## config.mk

```make
export PLATFORM = sky130hd
export DESIGN_NAME = raster_nibble_rle_decoder_flat
export DESIGN_NICKNAME = d
export VERILOG_FILES = /design/src/hw/rtl/rnrd_pkg.sv /design/src/hw/rtl/rnrd_if.sv /design/src/hw/rtl/rnrd_seq.sv /design/src/hw/rtl/raster_nibble_rle_decoder.sv /design/src/flat_wrapper.sv
export SDC_FILE = /design/constraint.sdc
export NUM_CORES = 1
export LEC_CHECK = 0
export ABC_CLOCK_PERIOD_IN_PS = 6700
export BUFFER_PORTS_ARGS = -buffer_cell sky130_fd_sc_hd__buf_4
export CAP_MARGIN = 20
export CORE_ASPECT_RATIO = 1.5
export CORE_MARGIN = 2
export CORE_UTILIZATION = 55
export CTS_CLUSTER_DIAMETER = 150
export DETAILED_ROUTE_END_ITERATION = 8
export MAX_ROUTING_LAYER = met4
export PLACE_DENSITY = 0.73
export SLEW_MARGIN = 10
export SYNTH_ARGS = -nofsm -noshare
export SYNTH_HDL_FRONTEND = slang
export SYNTH_SLANG_ARGS = --single-unit
```

## constraint.sdc

```tcl
create_clock -name clk -period 6.7 [get_ports clk]
set_input_delay 0 -clock clk [delete_from_list [all_inputs] [get_ports clk]]
set_output_delay 0 -clock clk [all_outputs]
set_load 0.02 [all_outputs]
```

## src/hw/rtl/rnrd_pkg.sv

```systemverilog
// ----------------------------------------------------------------------------
// rnrd_pkg
// Shared types, codes and the microcode table for the raster run decoder.
// ----------------------------------------------------------------------------
package rnrd_pkg;

  // Item operation codes.
  localparam logic [1:0] OP_FRAME = 2'd0;
  localparam logic [1:0] OP_ROW   = 2'd1;
  localparam logic [1:0] OP_RUN   = 2'd2;

  // Result status codes.
  localparam logic [1:0] ST_PIXEL = 2'd0;
  localparam logic [1:0] ST_BINS  = 2'd1;
  localparam logic [1:0] ST_ROWS  = 2'd2;

  // Configuration register indexes.
  localparam logic [1:0] CFG_NUM_ROWS  = 2'd0;
  localparam logic [1:0] CFG_MAP_LOW   = 2'd1;
  localparam logic [1:0] CFG_MAP_HIGH  = 2'd2;

  // Field widths.
  localparam int SideW = 10;
  localparam int AddrW = 18;

  // Microprogram step addresses.
  typedef enum logic [2:0] {
    S_FETCH,
    S_CLEAR,
    S_ROW_MUL,
    S_ROW_LOAD,
    S_ERR_ROWS,
    S_PIXEL,
    S_ERR_BINS
  } step_t;

  // One control word of the microprogram.
  typedef struct packed {
    logic       fetch;      // take an input beat and dispatch on it
    logic       clear;      // frame start: clear row state
    logic       row_mul;    // form the row base product, count the row
    logic       row_load;   // load the row base from the product
    logic       emit;       // write a result beat, wait for a free output
    logic       pix;        // the result is a pixel, not an error
    logic [1:0] err_status; // status of an error result
    logic       loop;       // repeat this step while the run has pixels left
    step_t      next;       // following step
  } ctrl_t;

  // Conditions that the datapath hands back to the sequencer.
  typedef struct packed {
    logic  in_fire;  // input beat taken this cycle
    logic  out_free; // output register can take a beat this cycle
    logic  run_more; // more than one pixel of the run remains
    step_t target;   // dispatch target for the fetched item
  } cond_t;

  // Microcode table.
  function automatic ctrl_t ucode(input step_t step);
    ctrl_t w;
    w = '{fetch: 1'b0, clear: 1'b0, row_mul: 1'b0, row_load: 1'b0, emit: 1'b0,
          pix: 1'b0, err_status: ST_PIXEL, loop: 1'b0, next: S_FETCH};
    case (step)
      S_FETCH:    w.fetch = 1'b1;
      S_CLEAR:    w.clear = 1'b1;
      S_ROW_MUL: begin
        w.row_mul = 1'b1;
        w.next    = S_ROW_LOAD;
      end
      S_ROW_LOAD: w.row_load = 1'b1;
      S_ERR_ROWS: begin
        w.emit       = 1'b1;
        w.err_status = ST_ROWS;
      end
      S_PIXEL: begin
        w.emit = 1'b1;
        w.pix  = 1'b1;
        w.loop = 1'b1;
      end
      S_ERR_BINS: begin
        w.emit       = 1'b1;
        w.err_status = ST_BINS;
      end
      default:    w.next = S_FETCH;
    endcase
    return w;
  endfunction

endpackage

```

## src/hw/rtl/rnrd_if.sv

```systemverilog
// ----------------------------------------------------------------------------
// rnrd_if
// Valid/ready channels for input items and result beats of the decoder.
// ----------------------------------------------------------------------------
interface rnrd_in_if;
  logic       valid;
  logic       ready;
  logic [1:0] op;
  logic [7:0] run_byte;

  modport source (output valid, output op, output run_byte, input ready);
  modport sink   (input valid, input op, input run_byte, output ready);
endinterface

interface rnrd_out_if;
  logic        valid;
  logic        ready;
  logic [17:0] pixel_address;
  logic [7:0]  pixel_value;
  logic [1:0]  status;
  logic        last;

  modport source (output valid, output pixel_address, output pixel_value,
                  output status, output last, input ready);
  modport sink   (input valid, input pixel_address, input pixel_value,
                  input status, input last, output ready);
endinterface

```

## src/hw/rtl/rnrd_seq.sv

```systemverilog
// ----------------------------------------------------------------------------
// rnrd_seq
// Step counter and microcode table that drive the decoder datapath.
// ----------------------------------------------------------------------------
module rnrd_seq
  import rnrd_pkg::*;
(
  input  logic  clk,
  input  logic  rst,
  input  cond_t cond,
  output ctrl_t ctrl
);

  step_t step;
  step_t step_next;

  // Current control word.
  assign ctrl = ucode(step);

  // Next step: dispatch on fetch, hold while the output is busy or the run
  // still has pixels, otherwise follow the word.
  always_comb begin
    step_next = ctrl.next;
    if (ctrl.fetch) begin
      step_next = cond.in_fire ? cond.target : S_FETCH;
    end else if (ctrl.emit && !cond.out_free) begin
      step_next = step;
    end else if (ctrl.loop && cond.run_more) begin
      step_next = step;
    end
  end

  // Step counter.
  always_ff @(posedge clk) begin
    if (rst) begin
      step <= S_FETCH;
    end else begin
      step <= step_next;
    end
  end

endmodule

```

## src/hw/rtl/raster_nibble_rle_decoder.sv

```systemverilog
// ----------------------------------------------------------------------------
// raster_nibble_rle_decoder
// Expands run bytes of a square raster into pixel writes with rows flipped.
//
//   channel  dir  beat contents
//   item     in   op, run_byte
//   result   out  pixel_address, pixel_value, status, last
//   cfg      in   cfg_we, cfg_index, cfg_data (write only)
//
// A run byte goes through a fetch step and one pixel step per pixel; the
// microcode emits one pixel per step through the output register. A row
// start runs fetch, multiply and load steps, a frame start fetch and clear,
// an error result fetch and the error step; ignored items only fetch. Reset
// clears the row state and restores the registers to their defaults. A
// stalled result holds the pixel step until the output register is taken.
// ----------------------------------------------------------------------------
module raster_nibble_rle_decoder
  import rnrd_pkg::*;
#(
  parameter int MAX_ROWS = 512
)
(
  input  logic        clk,
  input  logic        rst,
  rnrd_in_if.sink     item,
  rnrd_out_if.source  result,
  input  logic        cfg_we,
  input  logic [1:0]  cfg_index,
  input  logic [63:0] cfg_data
);

  localparam logic [SideW:0] MaxRows = (SideW + 1)'(MAX_ROWS);

  // Configuration registers.
  logic [SideW-1:0] side_cfg;
  logic [127:0]     code_map;

  // Row state.
  logic [SideW-1:0] rows_begun;
  logic [AddrW-1:0] row_base;
  logic [SideW-1:0] bin_count;
  logic             halted;

  // Item registers.
  logic [SideW-1:0] side;
  logic [SideW-1:0] mul_a;
  logic [AddrW-1:0] prod;
  logic [3:0]       remaining;
  logic [7:0]       value;

  // Output register.
  logic             out_valid;
  logic [AddrW-1:0] out_addr;
  logic [7:0]       out_value;
  logic [1:0]       out_status;
  logic             out_last;

  ctrl_t ctrl;
  cond_t cond;

  logic [SideW-1:0] side_now;
  logic [3:0]       run_len;
  logic [3:0]       code;
  logic             out_free;
  logic             emit_fire;

  rnrd_seq u_seq (
    .clk  (clk),
    .rst  (rst),
    .cond (cond),
    .ctrl (ctrl)
  );

  assign run_len = item.run_byte[7:4];
  assign code    = item.run_byte[3:0];

  // Effective side length: zero acts as one, large values clamp.
  always_comb begin
    side_now = side_cfg;
    if (side_cfg == '0) begin
      side_now = SideW'(1);
    end else if ({1'b0, side_cfg} > MaxRows) begin
      side_now = MaxRows[SideW-1:0];
    end
  end

  // The input is only taken at a fetch step outside reset.
  assign item.ready = ctrl.fetch && !rst;
  assign out_free   = !out_valid || result.ready;
  assign emit_fire  = ctrl.emit && out_free;

  // Dispatch: classify the item against the current row state.
  always_comb begin
    cond.in_fire  = item.valid && item.ready;
    cond.out_free = out_free;
    cond.run_more = remaining != 4'd1;
    cond.target   = S_FETCH;
    if (item.op == OP_FRAME) begin
      cond.target = S_CLEAR;
    end else if (halted) begin
      cond.target = S_FETCH;
    end else if (item.op == OP_ROW) begin
      cond.target = (rows_begun >= side_now) ? S_ERR_ROWS : S_ROW_MUL;
    end else if (item.op == OP_RUN) begin
      if (rows_begun == '0 || run_len == 4'd0) begin
        cond.target = S_FETCH;
      end else if ({1'b0, bin_count} + (SideW + 1)'(run_len) > {1'b0, side_now}) begin
        cond.target = S_ERR_BINS;
      end else begin
        cond.target = S_PIXEL;
      end
    end
  end

  // Configuration writes.
  always_ff @(posedge clk) begin
    if (rst) begin
      side_cfg <= SideW'(512);
      code_map <= '0;
    end else if (cfg_we) begin
      case (cfg_index)
        CFG_NUM_ROWS: side_cfg         <= cfg_data[SideW-1:0];
        CFG_MAP_LOW:  code_map[63:0]   <= cfg_data;
        CFG_MAP_HIGH: code_map[127:64] <= cfg_data;
        default:      ;
      endcase
    end
  end

  // Item latch and row base multiply.
  always_ff @(posedge clk) begin
    if (cond.in_fire) begin
      side      <= side_now;
      mul_a     <= side_now - SideW'(1) - rows_begun;
      remaining <= run_len;
      value     <= code_map[{code, 3'b000} +: 8];
    end else if (ctrl.pix && emit_fire) begin
      remaining <= remaining - 4'd1;
    end
    if (ctrl.row_mul) begin
      prod <= AddrW'(mul_a * side);
    end
  end

  // Row state.
  always_ff @(posedge clk) begin
    if (rst) begin
      rows_begun <= '0;
      row_base   <= '0;
      bin_count  <= '0;
      halted     <= 1'b0;
    end else begin
      if (ctrl.clear) begin
        rows_begun <= '0;
        row_base   <= '0;
        bin_count  <= '0;
        halted     <= 1'b0;
      end
      if (ctrl.row_mul) begin
        rows_begun <= rows_begun + SideW'(1);
        bin_count  <= '0;
      end
      if (ctrl.row_load) begin
        row_base <= prod;
      end
      if (emit_fire) begin
        if (ctrl.pix) begin
          bin_count <= bin_count + SideW'(1);
        end else begin
          halted <= 1'b1;
        end
      end
    end
  end

  // Output register.
  always_ff @(posedge clk) begin
    if (rst) begin
      out_valid <= 1'b0;
    end else if (emit_fire) begin
      out_valid <= 1'b1;
    end else if (result.ready) begin
      out_valid <= 1'b0;
    end
  end

  always_ff @(posedge clk) begin
    if (emit_fire) begin
      if (ctrl.pix) begin
        out_addr   <= row_base + AddrW'(bin_count);
        out_value  <= value;
        out_status <= ST_PIXEL;
        out_last   <= remaining == 4'd1;
      end else begin
        out_addr   <= '0;
        out_value  <= '0;
        out_status <= ctrl.err_status;
        out_last   <= 1'b1;
      end
    end
  end

  assign result.valid         = out_valid;
  assign result.pixel_address = out_addr;
  assign result.pixel_value   = out_value;
  assign result.status        = out_status;
  assign result.last          = out_last;

endmodule
```

## src/flat_wrapper.sv

```systemverilog
// flat-port wrapper written by rule: the top's interface ports become plain ports
module raster_nibble_rle_decoder_flat import rnrd_pkg::*;
#(
  parameter int MAX_ROWS = 512
)
  (clk, rst, cfg_we, cfg_index, cfg_data, item_valid, item_op, item_run_byte, item_ready, result_valid, result_pixel_address, result_pixel_value, result_status, result_last, result_ready);
  rnrd_in_if item_i ();
  rnrd_out_if result_i ();
  input  logic clk;
  input  logic rst;
  input  logic cfg_we;
  input  logic [1:0] cfg_index;
  input  logic [63:0] cfg_data;
  input wire logic [$bits(item_i.valid)-1:0] item_valid;
  input wire logic [$bits(item_i.op)-1:0] item_op;
  input wire logic [$bits(item_i.run_byte)-1:0] item_run_byte;
  output wire logic [$bits(item_i.ready)-1:0] item_ready;
  output wire logic [$bits(result_i.valid)-1:0] result_valid;
  output wire logic [$bits(result_i.pixel_address)-1:0] result_pixel_address;
  output wire logic [$bits(result_i.pixel_value)-1:0] result_pixel_value;
  output wire logic [$bits(result_i.status)-1:0] result_status;
  output wire logic [$bits(result_i.last)-1:0] result_last;
  input wire logic [$bits(result_i.ready)-1:0] result_ready;
  assign item_i.valid = item_valid;
  assign item_i.op = item_op;
  assign item_i.run_byte = item_run_byte;
  assign item_ready = item_i.ready;
  assign result_valid = result_i.valid;
  assign result_pixel_address = result_i.pixel_address;
  assign result_pixel_value = result_i.pixel_value;
  assign result_status = result_i.status;
  assign result_last = result_i.last;
  assign result_i.ready = result_ready;
  raster_nibble_rle_decoder #(.MAX_ROWS(MAX_ROWS)) u_core (.clk(clk), .rst(rst), .item(item_i), .result(result_i), .cfg_we(cfg_we), .cfg_index(cfg_index), .cfg_data(cfg_data));
endmodule
```

# After elaboration in Yosys (flattened, before gate mapping)
# Index checks and enable logic that the tools add are counted.
[word_totals]
register_bits = 260
input_bits = 81
out_inout_bits = 31
word_cells = 106
[op_classes]
add_sub_neg = 7
mul = 1
n_lt_le_gt_ge = 3
n_eq_ne = 14
shift = 1
mux = 36
n_reduce_logical = 26
[op_table]
columns = ["op", "count"]
rows = [
  ["128-bit by 8-bit variable part select with 8-bit output", 1],
  ["10-bit 2-to-1 mux", 8],
  ["18-bit 2-to-1 mux", 2],
  ["3-bit 2-to-1 mux", 10],
  ["10-bit by 1-bit adder with 10-bit output (second input constant)", 2],
  ["10-bit logical NOT", 2],
  ["18-bit by 10-bit adder with 18-bit output", 1],
  ["10-bit by 10-bit multiplier with 18-bit output", 1],
  ["10-bit by 4-bit adder with 11-bit output", 1],
  ["11-bit by 10-bit greater-than comparator with 1-bit output", 1],
  ["1-bit 2-to-1 mux", 11],
  ["10-bit greater-or-equal comparator", 1],
  ["10-bit greater-than comparator (second input constant)", 1],
  ["10-bit by 1-bit subtractor with 10-bit output (second input constant)", 1],
  ["10-bit subtractor", 1],
  ["3-bit == test (second input constant)", 3],
  ["4-bit 2-to-1 mux", 2],
  ["2-bit AND reduction", 4],
  ["2-bit nonzero test", 4],
  ["3-bit by 2-bit == test with 1-bit output (second input constant)", 2],
  ["1-bit logical AND", 6],
  ["2-bit by 1-bit == test with 1-bit output (second input constant)", 2],
  ["2-bit == test (second input constant)", 2],
  ["4-bit by 1-bit == test with 1-bit output (second input constant)", 1],
  ["12 further kinds", 18],
]

# Depth between registers and ports, before layout
[depth]
depth_word = 12
mapped_depth = 19
depth_no_buf = 18

# Hierarchy
# A second synthesis with hierarchy kept.
[unflattened]
cells_unflattened = 1614
area_unflattened_um2 = 15283.4
[by_module_without_submodules]
columns = ["mod", "instances", "cells_per_inst", "area_per_inst_um2"]
rows = [
  ["raster_nibble_rle_decoder", 1, 1578, 14999.4],
  ["rnrd_seq", 1, 36, 284.0],
]

# Least setup slack after synthesis
# No wires, ideal clock.
[synth_path]
path_type = "reg-to-reg"
from = "reg u_core.side[3]"
to = "reg u_core.prod[17] (data pin)"
setup_ns = 0.260
arrival_ns = 4.681
required_time_ns = 6.440
setup_slack_ns = 1.760
path_stages_with_launch = 19
path_buffers = 1
synth_period_minus_slack_ns = 4.940
cell_sequence = "edfxtp_1 -> clkbuf_1 -> nand2_1 -> fa_1 -> inv_1 -> fa_1 -> inv_1 -> fa_1 -> inv_1 -> fa_1 -> inv_1 -> fa_1 -> inv_1 -> ha_1 -> or4_1 -> o22ai_2 -> o311ai_1 -> o211ai_1 -> xnor2_1"
[synth_via]
elab_chain_cells = 1
[synth_lines]
columns = ["item", "line_no", "text"]
rows = [
  ["from (decl)", "raster_nibble_rle_decoder.sv:45", "logic [SideW-1:0] side;"],
  ["from (signal assigned)", "raster_nibble_rle_decoder.sv:133", "side <= side_now;"],
  ["10-bit by 10-bit multiplier with 18-bit output", "raster_nibble_rle_decoder.sv:141", "prod <= AddrW'(mul_a * side);"],
  ["to (signal assigned)", "raster_nibble_rle_decoder.sv:141", ""],
  ["to (decl)", "raster_nibble_rle_decoder.sv:47", "logic [AddrW-1:0] prod;"],
]
# Every way passes these cells.
# A chain may end at the register's enable or synchronous reset.

# Worst setup path in the final report
[layout_path]
from = "reg u_core.mul_a[1]"
to = "reg u_core.prod[17] (data pin)"
[layout_via]
elab_chain_cells = 1
[layout_lines]
columns = ["item", "line_no", "text"]
rows = [
  ["from (decl)", "raster_nibble_rle_decoder.sv:46", "logic [SideW-1:0] mul_a;"],
  ["from (signal assigned)", "raster_nibble_rle_decoder.sv:134", "mul_a <= side_now - SideW'(1) - rows_begun;"],
  ["10-bit by 10-bit multiplier with 18-bit output", "raster_nibble_rle_decoder.sv:141", ""],
]
# Every way passes these cells.

==> impl_metrics.prom <==
# TYPE chip_impl_metric gauge
chip_impl_metric{name="clock_tree.htree_level_count",unit=""} 1
chip_impl_info{name="kind_of_launch_point_of_the_worst_setup_path",value="register"} 1
chip_impl_metric{name="grt_pass1_wl",unit="µm"} 61330
chip_impl_metric{name="syn_to_final_growth",unit="%"} 18.20
chip_impl_metric{name="finalNetCount",unit=""} 2016
chip_impl_metric{name="die_h",unit="µm"} 207.7
chip_impl_metric{name="finalSetupViolations",unit=""} 0
chip_impl_metric{name="detail_route.drc_violations",unit=""} 0
chip_impl_metric{name="antenna_cells_inserted",unit=""} 0
chip_impl_metric{name="route.detailed.wl_per_inst",unit="µm"} 17.41
chip_impl_metric{name="postCtsSetupBuffers",unit=""} 0
chip_impl_metric{name="ir_drop",unit="mV"} 0.4679
chip_impl_metric{name="postRouteWirelength",unit="µm"} 37220
chip_impl_metric{name="die_width",unit="µm"} 139.8
chip_impl_metric{name="drt.antenna.violating_nets",unit=""} 0
chip_impl_metric{name="synth_nets",unit=""} 1867
chip_impl_metric{name="maxCapViolCount",unit=""} 0
chip_impl_metric{name="layout-drive-gt1-share",unit="%"} 12.58
chip_impl_metric{name="transition_time_at_the_pin_with_the_least_slew_margin",unit="ps"} 1116
chip_impl_metric{name="clock-sinks",unit=""} 260
chip_impl_metric{name="port_buffers",unit=""} 111
chip_impl_metric{name="worstPathArrival",unit="ps"} 5490
chip_impl_info{name="commonest_non_fill_non_tap_cells_in_the_layout",value="360 x sky130_fd_sc_hd__nand2_1, 186 x sky130_fd_sc_hd__a21oi_1, 181 x sky130_fd_sc_hd__dfxtp_1"} 1
chip_impl_metric{name="drt_pre_antenna_iters",unit=""} 5
chip_impl_info{name="leading_area_contributor_after_synthesis",value="sky130_fd_sc_hd__dfxtp_1"} 1
chip_impl_metric{name="initialDrtViolationCount",unit=""} 490
chip_impl_metric{name="antenna_found_initial",unit=""} 0
chip_impl_metric{name="final_hold_viol_count",unit=""} 0
chip_impl_metric{name="total_power_divided_by_cell_area",unit="mW/mm²"} 278.5
chip_impl_metric{name="max-clock-path-buffers",unit=""} 3
chip_impl_metric{name="final-max-slew-violation-count",unit=""} 0
chip_impl_info{name="critPathKind",value="register to register"} 1
chip_impl_metric{name="tritoncts_buffers",unit=""} 25
chip_impl_metric{name="timing.final.crit_share",unit="%"} 77.80
chip_impl_metric{name="worst_slew_margin_rel",unit="%"} 25.52
chip_impl_metric{name="clk_latency",unit="ps"} 560
chip_impl_info{name="worstHoldPathType",value="primary input to register"} 1
chip_impl_info{name="mostFrequentLayoutCell",value="sky130_fd_sc_hd__nand2_1"} 1
chip_impl_metric{name="yosysTopAreaCellShare",unit="%"} 23.82
chip_impl_metric{name="total_leakage_power",unit="nW"} 7.131
chip_impl_metric{name="netlist_instances",unit=""} 1628
chip_impl_metric{name="core_area",unit="mm²"} 0.02722
chip_impl_info{name="unrepaired_setup_endpoints_after_global_routing",value="false"} 1
chip_impl_info{name="end_kind",value="register"} 1
chip_impl_info{name="cts.root.buffer_cell",value="sky130_fd_sc_hd__clkbuf_16"} 1
chip_impl_metric{name="cts.clk_slew.worst_paths",unit="ps"} 60
chip_impl_metric{name="final.setup_skew",unit="ps"} 23.46
chip_impl_metric{name="synth-async-reset-ratio",unit="%"} 0
chip_impl_info{name="tritoncts_clock_tree",value="done"} 1
chip_impl_metric{name="finalPower",unit="W"} 0.005007
chip_impl_metric{name="worstPathMaxFanout",unit=""} 10
chip_impl_metric{name="place_hpwl",unit="µm"} 26340
chip_impl_metric{name="first_global_vias",unit=""} 12470
chip_impl_metric{name="initial_standard_cell_utilization_of_the_core",unit="%"} 55.88
chip_impl_info{name="synth_ff_type",value="sky130_fd_sc_hd__dfxtp_1"} 1
chip_impl_metric{name="dr_total_vias",unit=""} 12140
chip_impl_metric{name="synth.distinct_cells",unit=""} 69
chip_impl_metric{name="fillCellCount",unit=""} 2181
chip_impl_metric{name="fmax",unit="MHz"} 191.8
chip_impl_metric{name="final.setup.tns",unit="ps"} 0
chip_impl_metric{name="grt_overflow_total",unit=""} 0
chip_impl_metric{name="fp.dieArea",unit="mm²"} 0.02903
chip_impl_info{name="status",value="finished clean"} 1
chip_impl_metric{name="track_usage",unit="%"} 26.59
chip_impl_metric{name="critPathRequiredTime",unit="ps"} 6980
chip_impl_metric{name="grt_max_degree",unit=""} 95
chip_impl_metric{name="synth_seq_area_share",unit="%"} 39.42
chip_impl_metric{name="avgViaCountPerCell",unit=""} 5.677
chip_impl_metric{name="pin_count",unit=""} 112
chip_impl_metric{name="synthesis.area_per_instance",unit="µm²"} 9.343
chip_impl_metric{name="finalWorstPathRequiredPeriod",unit="ps"} 5213
chip_impl_metric{name="reg2reg_setup_slack",unit="ps"} 1490
chip_impl_metric{name="routabilityCongestion",unit=""} 0.9578
chip_impl_metric{name="synth-seq-cells",unit=""} 260
chip_impl_metric{name="placementRows",unit=""} 74
chip_impl_metric{name="synthesis.yosys.warnings",unit=""} 0
chip_impl_info{name="post_synth_main_area_contributors",value="sky130_fd_sc_hd__dfxtp_1 24%, sky130_fd_sc_hd__edfxtp_1 16%, sky130_fd_sc_hd__nand2_1 8.9%"} 1
chip_impl_metric{name="cts_repair_resized_insts",unit=""} 0
chip_impl_metric{name="synth-edff-count",unit=""} 79
chip_impl_metric{name="synth.cell_area",unit="mm²"} 0.01521
-- through the flow --
| stage | util, % | area, µm² | std cells | hold WS (ps) | setup WS (ps) |
|---|---|---|---|---|---|
| after floorplan | - | 15210 | 1628 | 33.88 | 1760 |
| after global placement | 59.48 | 16190 | 2001 | 255.3 | 1611 |
| after detailed placement | 59.48 | 16190 | 2001 | 254.5 | 1500 |
| after CTS | 65.89 | 17930 | 2135 | 54.06 | 1489 |
| after global routing | 66.05 | 17980 | 2138 | 100.9 | 1220 |
| final | 66.05 | 17980 | 2138 | 89.24 | 1487 |
-- per-layer routing --
layer / wire length, µm / vias to the layer above / part of all wire, % / GRT usage [%]
met5: 0 / - / 0 / -
met4: 2160 / 0 / 5.8 / 14.52
met3: 1335 / 102 / 3.6 / 2.907
met2: 20110 / 307 / 54 / 48.31
met1: 13620 / 5872 / 37 / 27.88
li1: - / 5857 / - / -
-- flip-flops by register name (all words and copies together) (netlist names), 2 cells and up --
register	cells
u_core.result.pixel_value	8
u_core.result.status	2
u_core.code_map	128
u_core.mul_a	10
u_core.row_base	18
u_core.remaining	4
u_core.u_seq.step	3
u_core.side_cfg	10
u_core.prod	18
u_core.bin_count	10
u_core.value	8
u_core.side	10
u_core.rows_begun	10
u_core.result.pixel_address	18
-- synthesized netlist by cell type (15+ instances only) --
| cell | count |
|---|---|
| sky130_fd_sc_hd__a21oi_1 | 186 |
| sky130_fd_sc_hd__o21ai_0 | 25 |
| sky130_fd_sc_hd__fa_1 | 64 |
| sky130_fd_sc_hd__clkbuf_1 | 71 |
| sky130_fd_sc_hd__nand3_1 | 46 |
| sky130_fd_sc_hd__xor2_1 | 15 |
| sky130_fd_sc_hd__mux4_2 | 40 |
| sky130_fd_sc_hd__edfxtp_1 | 79 |
| sky130_fd_sc_hd__nand2_1 | 360 |
| sky130_fd_sc_hd__and2_1 | 68 |
| sky130_fd_sc_hd__inv_1 | 96 |
| sky130_fd_sc_hd__xnor2_1 | 28 |
| sky130_fd_sc_hd__dfxtp_1 | 181 |
| sky130_fd_sc_hd__ha_1 | 94 |
| sky130_fd_sc_hd__nor3_1 | 25 |
| sky130_fd_sc_hd__nor2_1 | 59 |
-- worst paths after layout --
kind | from | endpoint | cells after the start
worst max-delay path | u_core.mul_a[1] | u_core.prod[17] | 16
worst max register to register | u_core.mul_a[1] | u_core.prod[17] | 16
worst min-delay path | rst | u_core.rows_begun[1] | 2
worst min register to register | u_core.code_map[84] | u_core.code_map[84] | 2
-- power by group --
| group | leakage [nW] | internal (W) | switching (W) |
|---|---|---|---|
| Clock | 0.431 | 0.000845 | 0.000632 |
| Combinational | 4.53 | 0.000760 | 0.000948 |
| Sequential | 2.17 | 0.00177 | 0.0000491 |
-- cell type report --
cell class	count	area [µm²]	area share [%]
Sequential cell	260	5996	33.35
Timing Repair Buffer	212	1834	10.20
Tap cell	342	427.9	2.380
Multi-Input combinational cell	1180	8492	47.23
Inverter	98	367.9	2.046
Clock buffer	33	718.2	3.994
Clock inverter	13	143.9	0.8003
-- critical path, cell delays in order, from the launching register on --
cell	delay, ps
sky130_fd_sc_hd__edfxtp_1	520
sky130_fd_sc_hd__and2_1	240
sky130_fd_sc_hd__fa_1	450
sky130_fd_sc_hd__fa_1	540
sky130_fd_sc_hd__inv_1	50
sky130_fd_sc_hd__fa_1	470
sky130_fd_sc_hd__inv_1	50
sky130_fd_sc_hd__fa_1	530
sky130_fd_sc_hd__inv_1	50
sky130_fd_sc_hd__fa_1	520
sky130_fd_sc_hd__inv_1	40
sky130_fd_sc_hd__ha_1	250
sky130_fd_sc_hd__or4_1	550
sky130_fd_sc_hd__o22ai_2	260
sky130_fd_sc_hd__o311ai_1	150
sky130_fd_sc_hd__o211ai_1	140
sky130_fd_sc_hd__xnor2_1	100
-- logic make-up (layout without fill, tap and decap cells) --
family | Yosys count | after routing | synth area share, %
fa+ha+maj | 158 | 158 | 16.16
flops | 260 | 260 | 39.42
mux | 54 | 54 | 6.868
simple gates | 638 | 638 | 19.31
compound gates | 287 | 287 | 10.92
buf+inv | 188 | 356 | 4.861
xor+xnor | 43 | 43 | 2.476
-- repair_timing --
action | in CTS | in global routing
setup endpoints to repair | 0 | 0
endpoints found under the hold margin | 155 | 1
hold buffers | 88 | 1
Note: power is estimated with default switching activity, not from simulation.
